--- src/design/fair_share_slot_scheduler_macros.svh ---
// assertion macros for the fair share slot scheduler
// each expects signals named clk and rst in the including scope
`ifndef FAIR_SHARE_SLOT_SCHEDULER_MACROS_SVH
`define FAIR_SHARE_SLOT_SCHEDULER_MACROS_SVH
`ifndef SYNTH
`define FSS_ASSERT(lbl, prop) \
  lbl: assert property (@(posedge clk) disable iff (rst) prop) \
    else $error("fss assertion failed");
`define FSS_NEVER(lbl, expr) \
  lbl: assert property (@(posedge clk) disable iff (rst) !(expr)) \
    else $error("fss forbidden condition");
`else
`define FSS_ASSERT(lbl, prop)
`define FSS_NEVER(lbl, expr)
`endif
`endif

--- src/design/fss_pkg.sv ---
`timescale 1ns / 1ps
package fss_pkg;

  localparam int SLOTS_DEFAULT = 16;
  localparam logic [15:0] BASE_LATENCY_RESET = 16'd48;
  localparam logic [15:0] MIN_GRAN_RESET = 16'd6;

  // configuration register indexes
  localparam logic REG_BASE_LATENCY = 1'b0;
  localparam logic REG_MIN_GRAN = 1'b1;

  // input operation codes
  localparam logic OP_LOAD = 1'b0;
  localparam logic OP_STEP = 1'b1;

  typedef enum logic [1:0] {
    ST_EMPTY   = 2'd0,
    ST_WAITING = 2'd1,
    ST_READY   = 2'd2,
    ST_DONE    = 2'd3
  } job_status_t;

  // what a scan pass does with each slot
  typedef enum logic [1:0] {
    MODE_MIN_PRE = 2'd0,
    MODE_WAKE    = 2'd1,
    MODE_MIN     = 2'd2
  } scan_mode_t;

  typedef struct packed {
    logic       load_en;
    logic       scan_clr;
    logic       clr_best;
    logic       scan_en;
    scan_mode_t mode;
    logic       div_clr;
    logic       div_en;
    logic       commit;
    logic       emit_idle;
  } cmd_t;

  typedef struct packed {
    logic scan_last;
    logic found;
    logic div_last;
    logic out_free;
  } stat_t;

endpackage

--- src/design/fss_ram.sv ---
`timescale 1ns / 1ps
module fss_ram #(
  parameter int WIDTH = 32,
  parameter int DEPTH = 16
) (
  input  logic                                    clk,
  input  logic                                    we,
  input  logic [(DEPTH > 1 ? $clog2(DEPTH) : 1)-1:0] waddr,
  input  logic [WIDTH-1:0]                        wdata,
  input  logic [(DEPTH > 1 ? $clog2(DEPTH) : 1)-1:0] raddr,
  output logic [WIDTH-1:0]                        rdata
);

  logic [WIDTH-1:0] mem [DEPTH];

  // one write port, registered read
  always_ff @(posedge clk) begin
    if (we) begin
      mem[waddr] <= wdata;
    end
    rdata <= mem[raddr];
  end

endmodule

--- src/design/fss_datapath.sv ---
`timescale 1ns / 1ps
module fss_datapath #(
  parameter int SLOTS = fss_pkg::SLOTS_DEFAULT
) (
  input  logic           clk,
  input  logic           rst,
  input  logic           cfg_we,
  input  logic           cfg_index,
  input  logic [15:0]    cfg_data,
  input  logic [3:0]     slot,
  input  logic [15:0]    need,
  input  logic [31:0]    arrival,
  input  fss_pkg::cmd_t  cmd,
  output fss_pkg::stat_t stat,
  input  logic           out_ready,
  output logic           out_valid,
  output logic [3:0]     chosen_slot,
  output logic [15:0]    slice,
  output logic [31:0]    time_now,
  output logic           idle,
  output logic           finished
);

  localparam int AW = (SLOTS > 1) ? $clog2(SLOTS) : 1;
  localparam int IW = $clog2(SLOTS + 1);

  logic [15:0] base_latency;
  logic [15:0] min_gran;
  fss_pkg::job_status_t status [SLOTS];
  logic [IW-1:0] idx;
  logic          found;
  logic [AW-1:0] best;
  logic [31:0]   best_v;
  logic [IW-1:0] count;
  logic [IW-1:0] rem;
  logic [15:0]   quo;
  logic [3:0]    div_cnt;
  logic [31:0]   cur_time;

  logic [AW-1:0] rd_addr;
  logic [AW-1:0] p;
  logic          proc;
  logic [6:0]    slot_ext;
  logic [AW-1:0] slot_addr;
  logic          load_ok;
  logic [31:0]   vrt_rdata;
  logic [31:0]   arr_rdata;
  logic [15:0]   need_rdata;
  logic          better;
  logic          wake_p;
  logic [31:0]   start_v;
  logic [15:0]   slice_floor;
  logic [15:0]   slice_c;
  logic [15:0]   need_left;
  logic [IW:0]   rem_sh;
  logic          vrt_we;
  logic [AW-1:0] vrt_waddr;
  logic [31:0]   vrt_wdata;
  logic          need_we;
  logic [AW-1:0] need_waddr;
  logic [15:0]   need_wdata;
  logic [6:0]    best_ext;

  // scan addressing: read issued at idx, data of slot idx-1 arrives now
  assign rd_addr   = cmd.scan_en ? AW'(idx) : best;
  assign p         = AW'(idx - IW'(1));
  assign proc      = cmd.scan_en && (idx != '0);
  assign slot_ext  = 7'(slot);
  assign slot_addr = slot_ext[AW-1:0];
  assign load_ok   = cmd.load_en && (slot_ext < 7'(SLOTS));
  assign best_ext  = 7'(best);

  assign better = (status[p] == fss_pkg::ST_READY) && (!found || vrt_rdata < best_v);
  assign wake_p = proc && (cmd.mode == fss_pkg::MODE_WAKE) &&
                  (status[p] == fss_pkg::ST_WAITING) && (arr_rdata <= cur_time);
  assign start_v = found ? best_v : 32'd0;

  // slice: quotient raised to granularity then cut to need
  assign slice_floor = (quo < min_gran) ? min_gran : quo;
  assign slice_c     = (slice_floor > need_rdata) ? need_rdata : slice_floor;
  assign need_left   = need_rdata - slice_c;

  // restoring divide step
  assign rem_sh = {rem, quo[15]};

  // table write ports
  always_comb begin
    vrt_we     = load_ok || wake_p || cmd.commit;
    vrt_waddr  = slot_addr;
    vrt_wdata  = 32'd0;
    need_we    = load_ok || cmd.commit;
    need_waddr = slot_addr;
    need_wdata = need;
    if (cmd.commit) begin
      vrt_waddr  = best;
      vrt_wdata  = best_v + {16'd0, slice_c};
      need_waddr = best;
      need_wdata = need_left;
    end else if (wake_p) begin
      vrt_waddr = p;
      vrt_wdata = start_v;
    end
  end

  fss_ram #(.WIDTH(32), .DEPTH(SLOTS)) u_vrt_ram (
    .clk(clk), .we(vrt_we), .waddr(vrt_waddr), .wdata(vrt_wdata),
    .raddr(rd_addr), .rdata(vrt_rdata)
  );

  fss_ram #(.WIDTH(32), .DEPTH(SLOTS)) u_arr_ram (
    .clk(clk), .we(load_ok), .waddr(slot_addr), .wdata(arrival),
    .raddr(rd_addr), .rdata(arr_rdata)
  );

  fss_ram #(.WIDTH(16), .DEPTH(SLOTS)) u_need_ram (
    .clk(clk), .we(need_we), .waddr(need_waddr), .wdata(need_wdata),
    .raddr(rd_addr), .rdata(need_rdata)
  );

  assign stat.scan_last = cmd.scan_en && (idx == IW'(SLOTS));
  assign stat.found     = found;
  assign stat.div_last  = (div_cnt == 4'd15);
  assign stat.out_free  = !out_valid || out_ready;

  // registers
  always_ff @(posedge clk) begin
    if (rst) begin
      base_latency <= fss_pkg::BASE_LATENCY_RESET;
      min_gran     <= fss_pkg::MIN_GRAN_RESET;
      for (int i = 0; i < SLOTS; i++) begin
        status[i] <= fss_pkg::ST_EMPTY;
      end
      idx       <= '0;
      found     <= 1'b0;
      count     <= '0;
      div_cnt   <= '0;
      cur_time  <= 32'd0;
      out_valid <= 1'b0;
    end else begin
      // configuration
      if (cfg_we) begin
        unique case (cfg_index)
          fss_pkg::REG_BASE_LATENCY: base_latency <= cfg_data;
          fss_pkg::REG_MIN_GRAN:     min_gran <= cfg_data;
          default: ;
        endcase
      end

      if (load_ok) begin
        status[slot_addr] <= fss_pkg::ST_WAITING;
      end

      // scan counter
      if (cmd.scan_clr) begin
        idx <= '0;
      end else if (cmd.scan_en) begin
        idx <= idx + IW'(1);
      end

      if (cmd.clr_best) begin
        found <= 1'b0;
        count <= '0;
      end else if (proc && cmd.mode != fss_pkg::MODE_WAKE) begin
        if (better) begin
          found  <= 1'b1;
          best   <= p;
          best_v <= vrt_rdata;
        end
        if (cmd.mode == fss_pkg::MODE_MIN && status[p] == fss_pkg::ST_READY) begin
          count <= count + IW'(1);
        end
      end

      if (wake_p) begin
        status[p] <= fss_pkg::ST_READY;
      end

      // divider
      if (cmd.div_clr) begin
        rem     <= '0;
        quo     <= base_latency;
        div_cnt <= '0;
      end else if (cmd.div_en) begin
        div_cnt <= div_cnt + 4'd1;
        if (rem_sh >= {1'b0, count}) begin
          rem <= IW'(rem_sh - {1'b0, count});
          quo <= {quo[14:0], 1'b1};
        end else begin
          rem <= rem_sh[IW-1:0];
          quo <= {quo[14:0], 1'b0};
        end
      end

      // result register
      if (out_valid && out_ready) begin
        out_valid <= 1'b0;
      end
      if (cmd.commit) begin
        cur_time    <= cur_time + {16'd0, slice_c};
        out_valid   <= 1'b1;
        chosen_slot <= best_ext[3:0];
        slice       <= slice_c;
        time_now    <= cur_time + {16'd0, slice_c};
        idle        <= 1'b0;
        finished    <= (need_left == 16'd0);
        if (need_left == 16'd0) begin
          status[best] <= fss_pkg::ST_DONE;
        end
      end else if (cmd.emit_idle) begin
        out_valid   <= 1'b1;
        chosen_slot <= 4'd0;
        slice       <= 16'd0;
        time_now    <= 32'd0;
        idle        <= 1'b1;
        finished    <= 1'b0;
      end
    end
  end

endmodule

--- src/design/fss_ctrl.sv ---
`timescale 1ns / 1ps
module fss_ctrl (
  input  logic           clk,
  input  logic           rst,
  input  logic           in_valid,
  input  logic           operation,
  output logic           in_ready,
  input  fss_pkg::stat_t stat,
  output fss_pkg::cmd_t  cmd
);

  typedef enum logic [2:0] {
    S_IDLE, S_PRE, S_WAKE, S_MIN, S_DIV, S_NRD, S_COMMIT, S_EMPTY
  } state_t;

  state_t state;
  state_t state_next;
  logic   accept;

  assign in_ready = (state == S_IDLE);
  assign accept   = in_valid && in_ready;

  // commands and next state
  always_comb begin
    cmd        = '0;
    cmd.mode   = fss_pkg::MODE_MIN_PRE;
    state_next = state;
    unique case (state)
      S_IDLE: begin
        if (accept && operation == fss_pkg::OP_LOAD) begin
          cmd.load_en = 1'b1;
        end else if (accept) begin
          cmd.scan_clr = 1'b1;
          cmd.clr_best = 1'b1;
          cmd.div_clr  = 1'b1;
          state_next   = S_PRE;
        end
      end
      S_PRE: begin
        cmd.scan_en = 1'b1;
        if (stat.scan_last) begin
          cmd.scan_clr = 1'b1;
          state_next   = S_WAKE;
        end
      end
      S_WAKE: begin
        cmd.scan_en = 1'b1;
        cmd.mode    = fss_pkg::MODE_WAKE;
        if (stat.scan_last) begin
          cmd.scan_clr = 1'b1;
          cmd.clr_best = 1'b1;
          state_next   = S_MIN;
        end
      end
      S_MIN: begin
        cmd.scan_en = 1'b1;
        cmd.mode    = fss_pkg::MODE_MIN;
        if (stat.scan_last) begin
          cmd.scan_clr = 1'b1;
          state_next   = S_DIV;
        end
      end
      S_DIV: begin
        if (!stat.found) begin
          state_next = S_EMPTY;
        end else begin
          cmd.div_en = 1'b1;
          if (stat.div_last) begin
            state_next = S_NRD;
          end
        end
      end
      S_NRD: begin
        state_next = S_COMMIT;
      end
      S_COMMIT: begin
        if (stat.out_free) begin
          cmd.commit = 1'b1;
          state_next = S_IDLE;
        end
      end
      S_EMPTY: begin
        if (stat.out_free) begin
          cmd.emit_idle = 1'b1;
          state_next    = S_IDLE;
        end
      end
      default: state_next = S_IDLE;
    endcase
  end

  always_ff @(posedge clk) begin
    if (rst) begin
      state <= S_IDLE;
    end else begin
      state <= state_next;
    end
  end

endmodule

--- src/design/fair_share_slot_scheduler.sv ---
`timescale 1ns / 1ps
// channel  | direction | handshake          | payload
// in       | input     | in_valid/in_ready  | operation, slot, need, arrival
// out      | output    | out_valid/out_ready| chosen_slot, slice, time_now, idle, finished
// cfg      | input     | cfg_we             | cfg_index, cfg_data
//
// a load is written to the slot tables in the cycle it is accepted; a step runs
// three scan passes over the slot tables, one slot per cycle through the
// table read port, then a 16 step bit serial divide, a settle state and the writeback
// a step with no ready job skips the divide and emits an idle result
// reset is synchronous; all slots come up empty, time zero, no clearing pass
// a step holds before its writeback until the result register is free
module fair_share_slot_scheduler #(
  parameter int SLOTS = fss_pkg::SLOTS_DEFAULT
) (
  input  logic        clk,
  input  logic        rst,
  input  logic        cfg_we,
  input  logic        cfg_index,
  input  logic [15:0] cfg_data,
  input  logic        in_valid,
  output logic        in_ready,
  input  logic        operation,
  input  logic [3:0]  slot,
  input  logic [15:0] need,
  input  logic [31:0] arrival,
  output logic        out_valid,
  input  logic        out_ready,
  output logic [3:0]  chosen_slot,
  output logic [15:0] slice,
  output logic [31:0] time_now,
  output logic        idle,
  output logic        finished
);

`include "fair_share_slot_scheduler_macros.svh"

  fss_pkg::cmd_t  cmd;
  fss_pkg::stat_t stat;

  fss_ctrl u_ctrl (
    .clk(clk), .rst(rst), .in_valid(in_valid), .operation(operation),
    .in_ready(in_ready), .stat(stat), .cmd(cmd)
  );

  fss_datapath #(.SLOTS(SLOTS)) u_dp (
    .clk(clk), .rst(rst), .cfg_we(cfg_we), .cfg_index(cfg_index),
    .cfg_data(cfg_data), .slot(slot), .need(need), .arrival(arrival),
    .cmd(cmd), .stat(stat), .out_ready(out_ready), .out_valid(out_valid),
    .chosen_slot(chosen_slot), .slice(slice), .time_now(time_now),
    .idle(idle), .finished(finished)
  );

  // a step transaction keeps the input closed next cycle
  `FSS_ASSERT(a_step_busy, (in_valid && in_ready && operation == fss_pkg::OP_STEP) |=> !in_ready)
  // writeback only when the result register can take it
  `FSS_ASSERT(a_commit_free, (cmd.commit || cmd.emit_idle) |-> stat.out_free)
  // an idle result carries no grant
  `FSS_ASSERT(a_idle_zero, (out_valid && idle) |-> (slice == 16'd0 && time_now == 32'd0 && !finished))
  // commit and idle result never coincide
  `FSS_NEVER(a_one_result, cmd.commit && cmd.emit_idle)

endmodule

--- config.mk ---
export PLATFORM = sky130hd
export DESIGN_NAME = fair_share_slot_scheduler
export DESIGN_NICKNAME = d
export VERILOG_FILES = /design/src/design/fss_pkg.sv /design/src/design/fss_ram.sv /design/src/design/fss_datapath.sv /design/src/design/fss_ctrl.sv /design/src/design/fair_share_slot_scheduler.sv
export VERILOG_INCLUDE_DIRS = /design/src /design/src/design
export SDC_FILE = /design/constraint.sdc
export NUM_CORES = 2
export LEC_CHECK = 0
export BUFFER_PORTS_ARGS = -buffer_cell sky130_fd_sc_hd__buf_2
export CORE_UTILIZATION = 40
export CTS_BUF_LIST = sky130_fd_sc_hd__clkbuf_8 sky130_fd_sc_hd__clkbuf_16
export DETAILED_ROUTE_END_ITERATION = 16
export GPL_TIMING_DRIVEN = 1
export PLACE_DENSITY = 0.55
export SLEW_MARGIN = 0
export SYNTH_ARGS = -nofsm -noshare
export SYNTH_HDL_FRONTEND = slang
export SYNTH_SLANG_ARGS = --single-unit
--- constraint.sdc ---
create_clock -name clk -period 10.1 [get_ports clk]
set_input_delay 2.02 -clock clk [delete_from_list [all_inputs] [get_ports clk]]
set_output_delay 2.02 -clock clk [all_outputs]
set_load 0.01 [all_outputs]
# Word-level counts from Yosys, hierarchy flattened

Memory sizes are Yosys's and may differ from the RTL's. A register that Yosys moved wholly into a read port is not among the register bits.
Index checks and enable logic that the tools add are counted.

Memories kept: 4
Output and inout bits: 56
Input port bits: 75
Memory bits (writable): 1,312
Register bits: 194

Memories:

| memory              | words | width | rd ports | clocked after Yosys merged registers in | write ports | RTL line           | RTL |
|---|---|---|---|---|---|---|---|
| u_dp.u_arr_ram.mem  | 16    | 32    | 1        | 1                                       | 1           | fss_ram.sv:14      | `logic [WIDTH-1:0] mem [DEPTH];` |
| u_dp.u_vrt_ram.mem  | 16    | 32    | 1        | 1                                       | 1           | fss_ram.sv:14      |  |
| u_dp.u_need_ram.mem | 16    | 16    | 1        | 1                                       | 1           | fss_ram.sv:14      |  |
| u_dp.status         | 16    | 2     | 1        | 0                                       | 16          | fss_datapath.sv:29 | `fss_pkg::job_status_t status [SLOTS];` |

Add/sub/neg operators: 8
Reductions and logical operators: 42
Bitwise operators: 4
Multiplexer cells: 80
Magnitude comparators: 6
Equal/unequal tests: 21

Operator list:

| operator                                             | number |
|---|---|
| 2-to-1 mux 32 bit                                    | 5 |
| 2-to-1 mux 16 bit                                    | 7 |
| adder 32 x 16 -> 32 bit                              | 2 |
| 2-to-1 mux 1 bit                                     | 39 |
| 2-to-1 mux 4 bit                                     | 9 |
| <= comparator 32 bit                                 | 1 |
| < comparator 32 bit                                  | 1 |
| 2-to-1 mux 3 bit                                     | 8 |
| one-hot mux 3 bit (7 select lines)                   | 1 |
| greater-than comparator 16 bit                       | 1 |
| zero test 16 bit                                     | 1 |
| < comparator 16 bit                                  | 1 |
| OR reduction 2 bit                                   | 8 |
| subtractor 16 bit                                    | 1 |
| equality test 3 bit (second input constant)          | 4 |
| logical AND 1 bit                                    | 12 |
| 2-to-1 mux 2 bit                                     | 6 |
| AND reduction 2 bit                                  | 6 |
| adder 5 x 1 -> 5 bit (second input constant)         | 2 |
| 2-to-1 mux 5 bit                                     | 2 |
| inequality test 2 bit (second input constant)        | 5 |
| AND reduction 7 bit                                  | 1 |
| equality test 3 x 2 -> 1 bit (second input constant) | 2 |
| >= comparator 6 x 5 -> 1 bit                         | 1 |
| other kinds (23)                                     | 35 |

# Logic depth before layout (Yosys ltp)

Depth after elaboration: 13
Gate-level depth with buffers: 37

# Cells and area by module

Synthesis repeated with hierarchy kept, for this count alone.

Cells, all modules: 3,965
Area, all modules: 65,819.4 um2

By module, submodules not included:

| module                        | area each (um2) | times used | cells an instance |
|---|---|---|---|
| fss_ram at u_dp.u_arr_ram ... | 19,854.0        | 2          | 838 |
| fss_datapath                  | 15,788.9        | 1          | 1,817 |
| fss_ram at u_dp.u_need_ram    | 10,043.4        | 1          | 432 |
| fss_ctrl                      | 279.0           | 1          | 40 |

# Worst setup path before layout

Ideal clock, no wire load.

Kind: register to register
Start: reg u_dp.quo[15]
End: mem u_dp.u_vrt_ram.mem[0][25] (data pin)
Slack: 1.879 ns
Arrival: 7.829 ns
Stages on the path, launching flop included: 36
Clock period less this slack: 8.221 ns
Buffers on the path: 6
Cell sequence: edfxtp_1 -> ha_1 -> nand4_2 -> nor3_2 -> nand3_1 -> nand3_1 -> clkbuf_1 -> clkbuf_1 -> nand2_1 -> o21ai_0 -> ha_1 -> nand4_1 -> nor4_2 -> nor3_1 -> o31ai_1 -> nand2_1 -> clkbuf_1 -> clkbuf_1 -> clkbuf_1 -> nand2_1 -> o21ai_0 -> inv_1 -> ha_1 -> a21o_1 -> a21oi_1 -> o21bai_1 -> a21oi_1 -> o21bai_1 -> a221oi_2 -> o41ai_1 -> maj3_1 -> a31oi_1 -> o21ai_1 -> buf_2 -> nand2_1 -> o41ai_1

Longest elaborated chain between the ends: 6

Ends and longest elaborated chain:

| item                               | RTL line            | RTL |
|---|---|---|
| start, declared                    | fss_datapath.sv:36  | `logic [15:0] quo;` |
| start signal, assigned             | fss_datapath.sv:181 | `quo <= base_latency;` |
| start signal, assigned             | fss_datapath.sv:187 | `quo <= {quo[14:0], 1'b1};` |
| start signal, assigned             | fss_datapath.sv:190 | `quo <= {quo[14:0], 1'b0};` |
| < comparator 16 bit                | fss_datapath.sv:79  | `assign slice_floor = (quo < min_gran) ? min_gran : quo;` |
| 2-to-1 mux 16 bit (*)              | fss_datapath.sv:79  |  |
| greater-than comparator 16 bit     | fss_datapath.sv:80  | `assign slice_c = (slice_floor > need_rdata) ? need_rdata : slice_floor;` |
| 2-to-1 mux 16 bit (*)              | fss_datapath.sv:80  |  |
| named net u_dp.slice_c[1]          | fss_datapath.sv:53  | `logic [15:0] slice_c;` |
| adder 32 x 16 -> 32 bit (*)        | fss_datapath.sv:96  | `vrt_wdata = best_v + {16'd0, slice_c};` |
| 2-to-1 mux 32 bit (*)              | fss_datapath.sv:94  | `if (cmd.commit) begin` |
| named net u_dp.u_vrt_ram.wdata[25] | fss_ram.sv:9        | `input logic [WIDTH-1:0] wdata,` |
| end, declared                      | fss_ram.sv:14       |  |

The timed path passes the listed nets; every way through them passes the cells marked *.

# Final worst setup path

Start: reg u_dp.quo[9]
End: mem u_dp.u_vrt_ram.mem[15][20] (data pin)

The elaborated chain is that of the path after synthesis.

==> metrics.csv <==
stage,metric,value,unit
outcome,status,"complete, no violations",
clocking,Post-CTS Setup Inserts,0,
worst_hold_path,Worst Hold Path EP,u_dp.best_v[13],
global_route,Top Usage Layer GRT,met2,
yosys,leading area contributor after synthesis,edfxtp_1,
die,Die W,409.1,microns
clocking,CTS Hold Buffers Added,0,
critical_path,WP data arrival,9.57,ns
routing,WL final,173400,microns
layout,register area,0.04599,sq mm
routing,via/cell ratio,5.614,
yosys,most frequent cell after synthesis,edfxtp_1,
clocking,Root Driver,clkbuf_16,
critical_path,Worst Path Required,10.50,ns
global_route,largest net degree at the start of global routing,129,
yosys,number of synthesized flops with an enable pin,1423,
yosys,Synth Flop Type,edfxtp_1,
critical_path,Worst R2R End,u_dp.u_vrt_ram.mem[15][20],
clocking,CTS H-Tree Depth,4,
job,Max-cap violations,0,
global_route,met1 Track Usage GR,30.08,%
sta,RSZ-0062 raised after global routing,no,
yosys,Yosys reg bits,1586,
routing,WL/cell,25.90,microns
global_route,met2 GRT Util,32.38,%
sta,Setup Skew,0.07240,ns
critical_path,WS Path Type,flip-flop to flip-flop,
global_route,met3 Usage GRT,3.614,%
critical_path,Crit. End Element,flip-flop,
yosys,area fraction of the dominant cell type after synthesis,64.47,%
sta,endpoints failing setup,0,
layout,Nets,4578,
place,I/O Buffers,130,
die,core area,0.1648,sq mm
sta,minimum clock period,9.177,ns
clocking,clock transition at the registers of the reported paths,0.06,ns
critical_path,critical path's slowest cell,o21bai_1,
clocking,Clock Latency Late Sink,0.83,ns
die,Initial Utilization,40.22,%
place,GP Congestion,0.8625,
sta,hold slack,0.4439,ns
place,pre-CTS WS,1.140,ns
clocking,CTS tree,built,
yosys,Post-Syn Area,0.06628,sq mm
layout,layout cell share with drive strength beyond 1,20.61,%
layout,largest registers,"u_dp.u_arr_ram.mem x512, u_dp.u_vrt_ram.mem x512, u_dp.u_need_ram.mem x256",
global_route,GRT Total Usage,20.71,%
critical_path,most frequent CP cell,a21oi_1,
sta,setup TNS,0,ns
global_route,number of global-route vias before repair,37600,
sta,FMAX,0.1090,GHz
power_and_ir_drop,maximum vdd drop,0.0001920,V
sta,"Hold Vio Cnt, Final",0,
sta,measured slew at the worst slew-check pin,1.188,ns
power_and_ir_drop,Lkg Pwr,25.63,nW
routing,DR pass1 iterations,5,
global_route,initial antenna violation count,14,
sta,slew margin rel.,20.28,%
critical_path,reg2reg start,u_dp.quo[9],
place,Detail Placement HPWL,101500,microns
critical_path,crit-path max FO,25,
critical_path,Crit path largest cell delay,0.90,ns
routing,remaining routing DRC violations,0,
yosys,Post-synth top cells,"edfxtp_1 (1423), nand2_1 (454), mux4_2 (329)",
place,# placed instances,6385,
clocking,CTS sink count,1586,
critical_path,CP Launch Type,flip-flop,
layout,Layout area overhead,14.11,%
layout,Non-Filler Instances,6694,
die,die area,0.1673,sq mm
sta,Tcrit/Tclk final,90.86,%
yosys,Cells after Synth,4150,
sta,Final Worst Setup Slack,0.9234,ns
routing,Vias,37580,
layout,Fillers,14380,
layout,footprint of the multi-input gates,0.01930,sq mm
routing,DR iter-0 viols,3445,
sta,final max-slew violation count,0,
worst_hold_path,Hold Path Cell Cnt,0,
yosys,Post-synth ARST share,0,%
global_route,first-pass GRT wire length,254300,microns
die,count of boundary I/O pins,131,
yosys,warnings from Yosys,0,
clocking,Num CTS Buffers,165,
power_and_ir_drop,Power Dens Cells,232.8,mW/mm^2
die,row cnt,149,
worst_hold_path,Hold WC Path Type,flip-flop to flip-flop,
routing,Detail Route Antenna Nets,0,
yosys,Post-Syn Nets,4365,
worst_hold_path,beginning of the worst hold path,u_dp.u_vrt_ram.rdata[13],
yosys,synth unique cells,97,
yosys,Area contributors post-synth,"edfxtp_1 (64%), mux4_2 (11%), dfxtp_1 (4.9%), nand2_1 (2.6%), ha_1 (2.6%)",
critical_path,worst reg-to-reg path cell count,28,
die,Die Y,409.1,microns
global_route,grt ovf,0,
yosys,"Seq/Total Area, Yosys",69.39,%
clocking,Max Root-Sink Buffers,3,
yosys,Syn Area/Cell,15.97,sq um
clocking,post-CTS sizing,0,
critical_path,Reg2Reg Setup Slack,0.92,ns
-- cell type report --
class | instances | share of cell area, %
clock buffers | 174 | 5.623
flip-flops and latches | 1586 | 60.82
multi-input cells | 2206 | 25.52
well taps | 2189 | 3.621
repair buffers | 256 | 2.197
inverters | 148 | 0.7379
diodes | 3 | 0.009926
clock inverters | 132 | 1.472
-- metrics by stage --
stage          util [%]  power [mW]  instance area, sq um
4_1_cts           45.89       17.76                 75620
5_1_grt           45.89       18.36                 75620
3_3_place_gp      42.63       11.82                 70250
2_1_floorplan         -       10.53                 66280
3_5_place_dp      42.63       11.83                 70250
6_report          45.89       17.61                 75630
-- layout by cell type, fill, tap and decap left out, drive strengths merged, types with 23 or more instances in the layout --
cell    instances
inv           204
a31oi          99
ha            136
nor3           51
a211oi         87
edfxtp       1423
or3            25
clkbuf        174
nand4          32
a21o           40
nand3          48
a21oi         183
o21ai         116
nor2          176
clkinv         62
mux4          329
nor2b          23
and2           95
xnor2          56
dfxtp         163
buf           256
nand2         454
-- cell families after synthesis --
| logic type | count (synthesis) | share of synthesized area, % |
|---|---|---|
| AND/OR/NAND/NOR | 988 | 6.915 |
| flip-flops | 1586 | 69.39 |
| multiplexers | 345 | 11.43 |
| XOR/XNOR | 72 | 0.9514 |
| AO/OA/AOI/OAI | 657 | 6.483 |
| adder cells (fa/ha/maj) | 144 | 2.749 |
| buffers and inverters | 358 | 2.080 |
-- critical path: cells and delay by family (launching register included) --
kind / cells / cell delay, ns
DFF: 1 / 0.47
AOI/OAI and AO/OA: 18 / 5.42
buffers and inverters: 1 / 0.16
and+or+nand+nor: 6 / 1.67
adders and majority gates: 3 / 1.03
-- metal layers --
metal  part of all wire, %  up-vias
met2                    46     1138
li1                      -    16620
met5                 0.037        -
met3                   6.2      236
met4                   1.9       12
met1                    45    19580
-- report_power, final --
group | switching (mW) | internal [mW]
clock | 2.63 | 3.31
combinational | 2.41 | 1.66
sequential | 0.206 | 7.40
total | 5.24 | 12.4
-- worst max path at each step --
stage	start	end	slack, ns	cells after the start
after floorplan	u_dp.quo[15]	u_dp.u_vrt_ram.mem[0][25]	1.88	35
after global placement	u_dp.quo[15]	u_dp.status[1][1]	1.33	27
after detailed placement	u_dp.quo[15]	u_dp.u_vrt_ram.mem[11][20]	1.14	28
after CTS	u_dp.quo[15]	u_dp.u_vrt_ram.mem[13][20]	1.09	29
after global routing	u_dp.quo[9]	u_dp.u_vrt_ram.mem[13][20]	0.26	28
final	u_dp.quo[9]	u_dp.u_vrt_ram.mem[15][20]	0.92	28
(Power assumes the default switching activity.)
